<file path="src/design/sriq_pkg.sv">
// ----------------------------------------------------------------------------
// Sorted ready queue insert: shared package
// Field widths, register indexes, reset values and status codes used by the
// interfaces and the top level.
// ----------------------------------------------------------------------------
package sriq_pkg;

    // Widths of the word fields.
    localparam int PID_W = 6;
    localparam int QID_W = 3;
    localparam int KEY_W = 31;

    // Configuration register widths.
    localparam int QUANT_W    = 8;
    localparam int RQID_W     = 2;
    localparam int CFG_IDX_W  = 1;
    localparam int CFG_DATA_W = 8;

    // Register indexes of the configuration port.
    localparam logic [CFG_IDX_W-1:0] CFG_QUANTUM = 1'b0;
    localparam logic [CFG_IDX_W-1:0] CFG_RQID    = 1'b1;

    // Reset values of the configuration registers.
    localparam logic [QUANT_W-1:0] QUANT_RESET = 8'd2;
    localparam logic [RQID_W-1:0]  RQID_RESET  = 2'd0;

    // Status codes.
    localparam logic STATUS_OK     = 1'b0;
    localparam logic STATUS_BAD_ID = 1'b1;

endpackage

</file>
<file path="src/design/sriq_if.sv">
// ----------------------------------------------------------------------------
// Sorted ready queue insert: channel interfaces
// Valid/ready channels for the insert words and the report words.
// ----------------------------------------------------------------------------

// Insert request channel.
interface sriq_in_if
    import sriq_pkg::*;
();
    logic             valid;
    logic             ready;
    logic [PID_W-1:0] process_id;
    logic [QID_W-1:0] queue_id;
    logic [KEY_W-1:0] usage_key;

    modport source (output valid, output process_id, output queue_id,
                    output usage_key, input ready);
    modport sink   (input valid, input process_id, input queue_id,
                    input usage_key, output ready);
endinterface

// Report channel.
interface sriq_out_if
    import sriq_pkg::*;
();
    logic             valid;
    logic             ready;
    logic             status;
    logic [KEY_W-1:0] lowest_key;
    logic [KEY_W-1:0] highest_key;

    modport source (output valid, output status, output lowest_key,
                    output highest_key, input ready);
    modport sink   (input valid, input status, input lowest_key,
                    input highest_key, output ready);
endinterface

</file>
<file path="src/design/sorted_ready_queue_insert.sv">
// ----------------------------------------------------------------------------
// Sorted ready queue insert
// Inserts a process into one of several key-ordered doubly linked queues
// held in a link memory and a key memory, and reports the lowest and the
// second-highest key of the watched queue after every insert.
//
// Channel  Dir  Words
// i_in     in   process_id, queue_id, usage_key
// o_out    out  status, lowest_key, highest_key
// i_cfg_*  in   register writes: quantum, ready_queue_id
//
// The time an insert takes from acceptance to its report grows with the number
// of queue entries the ordered walk passes over (at most PROCESSES); the walk
// advances one entry a cycle through the registered read port of the link
// memory. One word is in flight at a time.
// Reset is synchronous and active low and needs no clearing pass: per-entry
// valid bits make unwritten links read as their initial values.
// The report sits in an output register, so a stalled sink holds only the
// completion of the following insert.
// ----------------------------------------------------------------------------
module sorted_ready_queue_insert
    import sriq_pkg::*;
#(
    parameter int PROCESSES = 32,
    parameter int QUEUES    = 4
) (
    input  logic                  i_clk,
    input  logic                  i_rst_n,
    input  logic                  i_cfg_we,
    input  logic [CFG_IDX_W-1:0]  i_cfg_idx,
    input  logic [CFG_DATA_W-1:0] i_cfg_wdata,
    sriq_in_if.sink               i_in,
    sriq_out_if.source            o_out
);

    localparam int DEPTH = PROCESSES + 2 * QUEUES;
    localparam int IW    = $clog2(DEPTH);
    localparam int KW    = (PROCESSES > 1) ? $clog2(PROCESSES) : 1;

    typedef logic [IW-1:0] t_idx;

    typedef struct packed {
        t_idx nxt;
        t_idx prv;
    } t_link;

    typedef enum logic [4:0] {
        S_IDLE, S_HEAD, S_LAST, S_LASTK, S_WSTART, S_WALK, S_TAILP, S_PREVL,
        S_W1, S_W2, S_REP0, S_REP1, S_REP2, S_REP3, S_REP4, S_OUT
    } t_state;

    // Sentinel addresses of a queue.
    function automatic t_idx head_of(input logic [QID_W-1:0] q);
        return t_idx'(PROCESSES) + t_idx'({q, 1'b0});
    endfunction

    function automatic t_idx tail_of(input logic [QID_W-1:0] q);
        return t_idx'(PROCESSES) + t_idx'({q, 1'b1});
    endfunction

    // Value an entry's links hold until first written.
    function automatic t_link reset_link(input t_idx a);
        t_link     l;
        logic [IW:0] off;
        l.nxt = a;
        l.prv = a;
        off   = {1'b0, a} - (IW + 1)'(PROCESSES);
        if (a >= t_idx'(PROCESSES)) begin
            if (off[0]) begin
                l.prv = a - t_idx'(1);
            end else begin
                l.nxt = a + t_idx'(1);
            end
        end
        return l;
    endfunction

    // Memories.
    t_link            r_link_mem [DEPTH];
    logic [KEY_W-1:0] r_key_mem  [PROCESSES];

    // Control and payload registers.
    t_state           r_state,   n_state;
    t_idx             r_pid,     n_pid;
    logic [QID_W-1:0] r_q,       n_q;
    logic [KEY_W-1:0] r_key,     n_key;
    logic             r_status,  n_status;
    t_idx             r_first,   n_first;
    t_idx             r_curr,    n_curr;
    t_idx             r_cnext,   n_cnext;
    t_idx             r_prev,    n_prev;
    t_idx             r_last,    n_last;
    logic [KEY_W-1:0] r_low,     n_low;
    logic [KEY_W-1:0] r_high,    n_high;
    logic             r_out_vld, n_out_vld;
    logic             r_out_st,  n_out_st;
    logic [KEY_W-1:0] r_out_low, n_out_low;
    logic [KEY_W-1:0] r_out_hi,  n_out_hi;
    logic [QUANT_W-1:0] r_quantum;
    logic [RQID_W-1:0]  r_rqid;
    logic [PROCESSES-1:0] r_queued;
    logic [DEPTH-1:0]     r_lvld;

    // Memory read and write strobes.
    t_idx             link_raddr;
    logic             link_we;
    t_idx             link_waddr;
    t_link            link_wdata;
    t_idx             key_raddr;
    logic             key_we;
    t_idx             key_waddr;
    logic [KEY_W-1:0] key_wdata;
    logic             set_queued;

    // Registered read data.
    t_link            r_link_rdata;
    logic             r_lrd_vld;
    t_idx             r_lrd_addr;
    logic [KEY_W-1:0] r_key_rdata;
    t_link            lrd;

    // Decoded helpers.
    t_idx             q_tail, r_headq, r_tailq;
    logic [KEY_W:0]   sum;
    logic [KEY_W-1:0] sat_key;
    logic             in_bad;
    logic             rq_ok;
    logic             out_load;

    assign q_tail  = tail_of(r_q);
    assign r_headq = head_of({1'b0, r_rqid});
    assign r_tailq = tail_of({1'b0, r_rqid});
    assign rq_ok   = {2'b00, r_rqid} < (RQID_W + 2)'(QUEUES);

    assign in_bad = ({1'b0, i_in.process_id} >= (PID_W + 1)'(PROCESSES)) ||
                    ({1'b0, i_in.queue_id}   >= (QID_W + 1)'(QUEUES));

    // Saturating key plus quantum.
    assign sum     = {1'b0, r_key} + (KEY_W + 1)'(r_quantum);
    assign sat_key = sum[KEY_W] ? '1 : sum[KEY_W-1:0];

    // Unwritten links read as their initial values.
    assign lrd = r_lrd_vld ? r_link_rdata : reset_link(r_lrd_addr);

    assign out_load = (r_state == S_OUT) && (!r_out_vld || o_out.ready);

    assign i_in.ready        = (r_state == S_IDLE);
    assign o_out.valid       = r_out_vld;
    assign o_out.status      = r_out_st;
    assign o_out.lowest_key  = r_out_low;
    assign o_out.highest_key = r_out_hi;

    // Sequencer: walk, splice and report.
    always_comb begin
        n_state    = r_state;
        n_pid      = r_pid;
        n_q        = r_q;
        n_key      = r_key;
        n_status   = r_status;
        n_first    = r_first;
        n_curr     = r_curr;
        n_cnext    = r_cnext;
        n_prev     = r_prev;
        n_last     = r_last;
        n_low      = r_low;
        n_high     = r_high;
        n_out_vld  = r_out_vld;
        n_out_st   = r_out_st;
        n_out_low  = r_out_low;
        n_out_hi   = r_out_hi;
        link_raddr = '0;
        key_raddr  = '0;
        link_we    = 1'b0;
        link_waddr = '0;
        link_wdata = '0;
        key_we     = 1'b0;
        key_waddr  = '0;
        key_wdata  = r_key;
        set_queued = 1'b0;

        // The sink takes the waiting report.
        if (r_out_vld && o_out.ready) begin
            n_out_vld = 1'b0;
        end

        case (r_state)
            S_IDLE: begin
                if (i_in.valid) begin
                    n_pid    = t_idx'(i_in.process_id);
                    n_q      = i_in.queue_id;
                    n_key    = i_in.usage_key;
                    n_status = in_bad ? STATUS_BAD_ID : STATUS_OK;
                    if (in_bad) begin
                        n_state = S_REP0;
                    end else begin
                        link_raddr = head_of(i_in.queue_id);
                        n_state    = S_HEAD;
                    end
                end
            end
            S_HEAD: begin
                n_first = lrd.nxt;
                if ((r_pid == '0 && lrd.nxt != q_tail) || r_queued[r_pid[KW-1:0]]) begin
                    n_state = S_REP0;
                end else if (r_pid != '0 && lrd.nxt != q_tail) begin
                    link_raddr = q_tail;
                    n_state    = S_LAST;
                end else begin
                    n_state = S_WSTART;
                end
            end
            S_LAST: begin
                n_last    = lrd.prv;
                key_raddr = lrd.prv;
                n_state   = S_LASTK;
            end
            S_LASTK: begin
                // A key at or above the last entry pushes that entry back.
                if (r_key >= r_key_rdata) begin
                    key_we    = 1'b1;
                    key_waddr = r_last;
                    key_wdata = sat_key;
                end
                n_state = S_WSTART;
            end
            S_WSTART: begin
                n_curr = r_first;
                if (r_first == q_tail) begin
                    link_raddr = q_tail;
                    n_state    = S_TAILP;
                end else begin
                    link_raddr = r_first;
                    key_raddr  = r_first;
                    n_state    = S_WALK;
                end
            end
            S_WALK: begin
                // Pass entries whose key is at or below the new key.
                if (r_key_rdata <= r_key) begin
                    n_curr = lrd.nxt;
                    if (lrd.nxt == q_tail) begin
                        link_raddr = q_tail;
                        n_state    = S_TAILP;
                    end else begin
                        link_raddr = lrd.nxt;
                        key_raddr  = lrd.nxt;
                    end
                end else begin
                    n_cnext    = lrd.nxt;
                    n_prev     = lrd.prv;
                    link_raddr = lrd.prv;
                    n_state    = S_PREVL;
                end
            end
            S_TAILP: begin
                n_cnext    = lrd.nxt;
                n_prev     = lrd.prv;
                link_raddr = lrd.prv;
                n_state    = S_PREVL;
            end
            S_PREVL: begin
                // Predecessor now points forward to the new entry.
                link_we    = 1'b1;
                link_waddr = r_prev;
                link_wdata = '{nxt: r_pid, prv: lrd.prv};
                n_state    = S_W1;
            end
            S_W1: begin
                link_we    = 1'b1;
                link_waddr = r_pid;
                link_wdata = '{nxt: r_curr, prv: r_prev};
                key_we     = 1'b1;
                key_waddr  = r_pid;
                key_wdata  = r_key;
                n_state    = S_W2;
            end
            S_W2: begin
                link_we    = 1'b1;
                link_waddr = r_curr;
                link_wdata = '{nxt: r_cnext, prv: r_pid};
                set_queued = 1'b1;
                n_state    = S_REP0;
            end
            S_REP0: begin
                n_low  = '0;
                n_high = '0;
                if (rq_ok) begin
                    link_raddr = r_headq;
                    n_state    = S_REP1;
                end else begin
                    n_state = S_OUT;
                end
            end
            S_REP1: begin
                n_first = lrd.nxt;
                if (lrd.nxt == r_tailq) begin
                    n_state = S_OUT;
                end else begin
                    link_raddr = r_tailq;
                    key_raddr  = lrd.nxt;
                    n_state    = S_REP2;
                end
            end
            S_REP2: begin
                n_low      = r_key_rdata;
                link_raddr = lrd.prv;
                n_state    = S_REP3;
            end
            S_REP3: begin
                if (lrd.prv == r_headq) begin
                    n_state = S_OUT;
                end else begin
                    key_raddr = lrd.prv;
                    n_state   = S_REP4;
                end
            end
            S_REP4: begin
                n_high  = r_key_rdata;
                n_state = S_OUT;
            end
            S_OUT: begin
                if (out_load) begin
                    n_out_vld = 1'b1;
                    n_out_st  = r_status;
                    n_out_low = r_low;
                    n_out_hi  = r_high;
                    n_state   = S_IDLE;
                end
            end
            default: begin
                n_state = S_IDLE;
            end
        endcase
    end

    // State, registered outputs, configuration and valid bits.
    always_ff @(posedge i_clk) begin
        if (!i_rst_n) begin
            r_state   <= S_IDLE;
            r_out_vld <= 1'b0;
            r_quantum <= QUANT_RESET;
            r_rqid    <= RQID_RESET;
            r_queued  <= '0;
            r_lvld    <= '0;
            r_lrd_vld <= 1'b0;
        end else begin
            r_state   <= n_state;
            r_out_vld <= n_out_vld;
            r_lrd_vld <= r_lvld[link_raddr];
            if (link_we) begin
                r_lvld[link_waddr] <= 1'b1;
            end
            if (set_queued) begin
                r_queued[r_pid[KW-1:0]] <= 1'b1;
            end
            if (i_cfg_we) begin
                case (i_cfg_idx)
                    CFG_QUANTUM: r_quantum <= i_cfg_wdata[QUANT_W-1:0];
                    CFG_RQID:    r_rqid    <= i_cfg_wdata[RQID_W-1:0];
                    default:     ;
                endcase
            end
        end
        r_pid      <= n_pid;
        r_q        <= n_q;
        r_key      <= n_key;
        r_status   <= n_status;
        r_first    <= n_first;
        r_curr     <= n_curr;
        r_cnext    <= n_cnext;
        r_prev     <= n_prev;
        r_last     <= n_last;
        r_low      <= n_low;
        r_high     <= n_high;
        r_out_st   <= n_out_st;
        r_out_low  <= n_out_low;
        r_out_hi   <= n_out_hi;
        r_lrd_addr <= link_raddr;
    end

    // Link memory: one write and one registered read a cycle.
    always_ff @(posedge i_clk) begin
        if (link_we) begin
            r_link_mem[link_waddr] <= link_wdata;
        end
        r_link_rdata <= r_link_mem[link_raddr];
    end

    // Key memory: one write and one registered read a cycle.
    always_ff @(posedge i_clk) begin
        if (key_we) begin
            r_key_mem[key_waddr[KW-1:0]] <= key_wdata;
        end
        r_key_rdata <= r_key_mem[key_raddr[KW-1:0]];
    end

endmodule

</file>
<file path="src/flat_wrapper.sv">
// flat-port wrapper written by rule: the top's interface ports become plain ports
module sorted_ready_queue_insert_flat import sriq_pkg::*;
#(
    parameter int PROCESSES = 32,
    parameter int QUEUES    = 4
)
  (i_clk, i_rst_n, i_cfg_we, i_cfg_idx, i_cfg_wdata, i_in_valid, i_in_process_id, i_in_queue_id, i_in_usage_key, i_in_ready, o_out_valid, o_out_status, o_out_lowest_key, o_out_highest_key, o_out_ready);
  sriq_in_if i_in_i ();
  sriq_out_if o_out_i ();
  input  logic i_clk;
  input  logic i_rst_n;
  input  logic i_cfg_we;
  input  logic [CFG_IDX_W-1:0] i_cfg_idx;
  input  logic [CFG_DATA_W-1:0] i_cfg_wdata;
  input wire logic [$bits(i_in_i.valid)-1:0] i_in_valid;
  input wire logic [$bits(i_in_i.process_id)-1:0] i_in_process_id;
  input wire logic [$bits(i_in_i.queue_id)-1:0] i_in_queue_id;
  input wire logic [$bits(i_in_i.usage_key)-1:0] i_in_usage_key;
  output wire logic [$bits(i_in_i.ready)-1:0] i_in_ready;
  output wire logic [$bits(o_out_i.valid)-1:0] o_out_valid;
  output wire logic [$bits(o_out_i.status)-1:0] o_out_status;
  output wire logic [$bits(o_out_i.lowest_key)-1:0] o_out_lowest_key;
  output wire logic [$bits(o_out_i.highest_key)-1:0] o_out_highest_key;
  input wire logic [$bits(o_out_i.ready)-1:0] o_out_ready;
  assign i_in_i.valid = i_in_valid;
  assign i_in_i.process_id = i_in_process_id;
  assign i_in_i.queue_id = i_in_queue_id;
  assign i_in_i.usage_key = i_in_usage_key;
  assign i_in_ready = i_in_i.ready;
  assign o_out_valid = o_out_i.valid;
  assign o_out_status = o_out_i.status;
  assign o_out_lowest_key = o_out_i.lowest_key;
  assign o_out_highest_key = o_out_i.highest_key;
  assign o_out_i.ready = o_out_ready;
  sorted_ready_queue_insert #(.PROCESSES(PROCESSES), .QUEUES(QUEUES)) u_core (.i_clk(i_clk), .i_rst_n(i_rst_n), .i_cfg_we(i_cfg_we), .i_cfg_idx(i_cfg_idx), .i_cfg_wdata(i_cfg_wdata), .i_in(i_in_i), .o_out(o_out_i));
endmodule
</file>
<file path="config.mk">
export PLATFORM = sky130hd
export DESIGN_NAME = sorted_ready_queue_insert_flat
export DESIGN_NICKNAME = d
export VERILOG_FILES = /design/src/design/sriq_pkg.sv /design/src/design/sriq_if.sv /design/src/design/sorted_ready_queue_insert.sv /design/src/flat_wrapper.sv
export SDC_FILE = /design/constraint.sdc
export NUM_CORES = 2
export LEC_CHECK = 0
export ABC_AREA = 0
export BUFFER_PORTS_ARGS = -buffer_cell sky130_fd_sc_hd__buf_2
export CORE_ASPECT_RATIO = 0.5
export CORE_MARGIN = 2
export CORE_UTILIZATION = 35
export DETAILED_ROUTE_END_ITERATION = 12
export GPL_TIMING_DRIVEN = 0
export PLACE_DENSITY = 0.6
export RECOVER_POWER = 100
export SLEW_MARGIN = 20
export SYNTH_ARGS = -nofsm -noshare
export SYNTH_HDL_FRONTEND = slang
export SYNTH_SLANG_ARGS = --single-unit
</file>
<file path="constraint.sdc">
create_clock -name i_clk -period 13.3 [get_ports i_clk]
set_input_delay 1.33 -clock i_clk [delete_from_list [all_inputs] [get_ports i_clk]]
set_output_delay 1.33 -clock i_clk [all_outputs]
set_load 0.02 [all_outputs]
</file>
==> Implementation_results.wiki <==
{| class="wikitable"
! Metric !! Value
|-
| Worst Setup End Kind || flip-flop
|-
| Violated checks || max-capacitance violations, max-slew violations
|-
| Number of design-rule violations left by the first detailed-router iteration || roughly 5,000
|-
| Worst setup path startpoint || u_core.r_key[6]
|-
| Outcome || finished with violations
|-
| Number of nets in the finished design || 5,693
|-
| Placed Instance Area || 78,700 µm²
|-
| Count of nets left with antenna violations after detail routing || 0
|-
| Die area || 210,000 µm²
|-
| Initial antenna violation count || 6
|-
| Ranking of synthesized cells by instance count || sky130_fd_sc_hd__edfxtp_1 (1,667), sky130_fd_sc_hd__nand2_1 (1,047), sky130_fd_sc_hd__nand3_1 (334), sky130_fd_sc_hd__nor2_1 (223), sky130_fd_sc_hd__mux2i_1 (218)
|-
| Leak pwr || 27.9 nW
|-
| Count of H-tree levels built during CTS || 4
|-
| Complex-gate fraction of the synthesized area || 0.0602
|-
| Launching point of the worst reg2reg path || u_core.r_key[6]
|-
| Kind of start point of the critical path || flip-flop
|-
| CTS sink count || 1,804
|-
| Part of the Yosys area used for sequential elements || 0.732
|-
| Latest clock arrival within the worst-skew pair || 0.84 ns
|-
| Net count of the mapped netlist || 5,322
|-
| Final global-route overflow total || 0
|-
| I/O Pins || 119
|-
| Achievable frequency || 108 MHz
|-
| Maximum buffer depth of the clock tree || 4
|-
| Arrival time at the worst endpoint || about 9.7 ns
|-
| Largest cells by area after synthesis || sky130_fd_sc_hd__edfxtp_1 (69%), sky130_fd_sc_hd__nand2_1 (5.4%), sky130_fd_sc_hd__dfxtp_1 (3.8%)
|-
| Required time of the worst setup path || 13.76 ns
|-
| Post-detailed-routing wire length || 209 mm
|-
| Adder-cell share of the synthesized area || 0.00704
|-
| Routed via count divided by cell count || 5.34
|-
| Cell with the largest stage delay on the worst path || sky130_fd_sc_hd__nor3_1
|-
| Wire length per cell after detailed routing || 24.7 µm
|-
| Destination of the critical timing path || u_core.r_key_mem[18][24]
|-
| Combinational family with the most area after synthesis || simple AND/OR/NAND/NOR gates
|-
| Remaining max-slew budget at the tightest pin || -1.21
|-
| Layout overhead on the synthesized area || 13.3%
|-
| Global-route wire length before repair || 301 mm
|-
| Synthesized-area fraction occupied by and/or/nand/nor cells || 0.128
|-
| Number of synthesized flops with an enable pin || 1,667
|-
| Clock tree skew after final layout || ~0.064 ns
|-
| Root buf cell || sky130_fd_sc_hd__clkbuf_16
|-
| Max Slew Vio Count || 457
|-
| Crit share post-route || 0.695
|-
| Inserted Clock Buffers || 173
|-
| Most repeated cell in the gate-level netlist after synthesis || sky130_fd_sc_hd__edfxtp_1
|-
| Endpoint of the worst register-to-register path || u_core.r_key_mem[18][24]
|-
| Number of synthesized register bits || ~1,800
|-
| Classification of the worst-slack hold path || reg -> reg
|-
| Number of setup buffers added after CTS || 0
|-
| Critical-path cell list || ha_1 > nand4_1 > o21bai_1 > a2111oi_0 > o21a_1 > nor3_1 > o21ai_0 > nor3_1 > a21oi_1 > o21ai_0 > clkbuf_1
|-
| Initial Util || 0.353
|-
| Final sum of negative setup slack || 0 ns
|-
| Final setup vio count || 0
|-
| Mapped Avg Cell Area || 13.8 µm²
|-
| Filler cells || 18,960
|-
| Flop2flop setup slack || 4.05 ns
|-
| Final critical-path required period || between 9 and 10 ns
|-
| Die width || 646 µm
|-
| Critical path class || reg -> reg
|-
| Biggest cell delay along the critical path || approximately 1.8 ns
|-
| Placeable Area || 204,000 µm²
|-
| Resize count post-CTS || 0
|-
| Aggregate global-route resource usage || 0.194
|-
| Clock tree from TritonCTS || built
|-
| Post-route cell area || 81,700 µm²
|-
| Warnings from Yosys || 0
|-
| Largest vdd supply drop || roughly 0.11 mV
|-
| Number of buffers added to fix hold violations after cts || 0
|-
| DP Cell Count || just over 8,000
|-
| Most used DFF post-synth || sky130_fd_sc_hd__edfxtp_1
|-
| Number of iterations in the first detailed-routing pass || 6
|-
| Power per unit of standard cell area || 190 nW/µm²
|-
| HPWL after detailed placement || between 100 and 150 mm
|-
| Number of rows created at floorplan || approximately 120
|-
| Number of remaining DRC errors || 0
|-
| Count of port buffers added during placement || 117
|-
| Start point of the worst min-delay path || u_core.r_high[24]
|-
| Multiplexer fraction of the synthesized cell area || 0.0458
|-
| Setup repair after global routing missed its margin || false
|-
| Async set or reset register ratio after synthesis || 0
|-
| Cell area after technology mapping || just over 70,000 µm²
|-
| Number of global-route vias before repair || around 44,000
|-
| Share of layout cells above drive strength 1 || 0.0878
|-
| Total vias in the final route || 45,239
|-
| Number of failing hold endpoints at the final stage || 0
|-
| Max-cap check violation count || 29
|-
| Area share of the leading cell type in the synthesized netlist || 0.694
|-
| Top cell type by total area after synthesis || sky130_fd_sc_hd__edfxtp_1
|-
| Post-route insts no fill || 8,465
|-
| Fraction of synthesized cell area in xor and xnor cells || 0.00349
|-
| Cell count after synthesis || ~5,200
|-
| Clock transition at the registers of the reported paths || 0.07 ns
|-
| Vertical extent of the die || 325 µm
|-
| Largest net degree at the start of global routing || 42
|-
| Worst Path Max Fanout || 22
|-
| Last weighted congestion value of the routability-driven placer || 0.910
|-
| Worst reg-to-reg path cell count || 11
|-
| Count of unique library cells instantiated by Yosys || 87
|-
| Measured slew at the worst slew-check pin || 3.32 ns
|}
[metal layers]
layer | GRT usage | share of wire | vias to the layer above
met3 | 0.0382 | 0.083 | 352
met2 | 0.315 | 0.47 | 1845
met5 | 0 | 0.000048 | -
met4 | 0.0677 | 0.036 | 2
met1 | 0.259 | 0.41 | 22750
li1 | - | - | 20290
[cells by family after synthesis]
group,Yosys count
AO/OA/AOI/OAI,626
multiplexers,311
buffers and inverters,370
XOR/XNOR,27
flip-flops,1804
AND/OR/NAND/NOR,2050
adder cells (fa/ha/maj),40
[cells in the final DEF, fill, tap and decap left out, drive strengths merged, types with 86 or more instances in the layout]
master	Yosys	routed
dfxtp	137	137
nor2	225	225
mux2i	220	220
buf	139	175
nand3	334	334
a21oi	145	145
mux2	86	86
a31oi	95	95
edfxtp	1667	1667
and3	202	202
nand2	1047	1047
clkbuf	168	556
[worst min-delay path by stage]
stage,end,depth (start not counted)
finish,u_core.o_out.highest_key[24],0
global route,u_core.o_out.lowest_key[1],0
CTS,u_core.o_out.lowest_key[21],0
detailed placement,u_core.o_out.highest_key[23],0
global placement,u_core.o_out.lowest_key[16],0
floorplan,u_core.o_out.highest_key[0],0
[critical path: cells and delay by family (launching register included)]
kind / cells / cell delay [ns]
AO/OA/AOI/OAI: 6 / 4.40
adder cells (fa/ha/maj): 1 / 0.43
buffers and inverters: 1 / 0.86
flip-flops: 1 / 0.61
AND/OR/NAND/NOR: 3 / 2.52
[per-stage QoR]
step           utilization  total power [mW]  hold WS (ns)  setup WS (ns)
2_1_floorplan            -              9.19         0.400           8.51
3_3_place_gp         0.373              10.7         0.401           4.27
3_5_place_dp         0.386              11.0         0.405           6.30
4_1_cts              0.412              15.8         0.419           6.19
5_1_grt              0.400              16.1         0.422           4.00
6_report             0.400              15.5         0.420           4.05
[registers in the layout (all words and copies together) (netlist names), 8 cells and up]
signal	flops
u_core.r_key_mem	992
u_core.r_link_mem	480
u_core.r_lvld	40
u_core.r_queued	32
u_core.o_out.highest_key	31
u_core.o_out.lowest_key	31
u_core.r_high	31
u_core.r_key	31
u_core.r_key_rdata	31
u_core.r_low	31
u_core.r_link_rdata	12
u_core.r_quantum	8
[final cells by class]
| cell class | count | area [µm²] | share of cell area |
|---|---|---|---|
| antenna | 2 | 5.00 | 0.0000612 |
| buffer | 307 | 1420 | 0.0174 |
| tap | 2737 | 3420 | 0.0419 |
| clock inverter | 74 | 679 | 0.00831 |
| timing repair buffer | 196 | 798 | 0.00977 |
| multi-input combinational | 3054 | 17600 | 0.216 |
| clock buffer | 228 | 4730 | 0.0579 |
| inverter | 63 | 241 | 0.00295 |
| sequential | 1804 | 52800 | 0.646 |
[power by group]
group	internal [mW]	switching [mW]	total, mW
combinational	0.907	2.69	3.60
sequential	6.94	0.172	7.11
clock	2.70	2.13	4.83
Power figures use the tool's default switching activity.
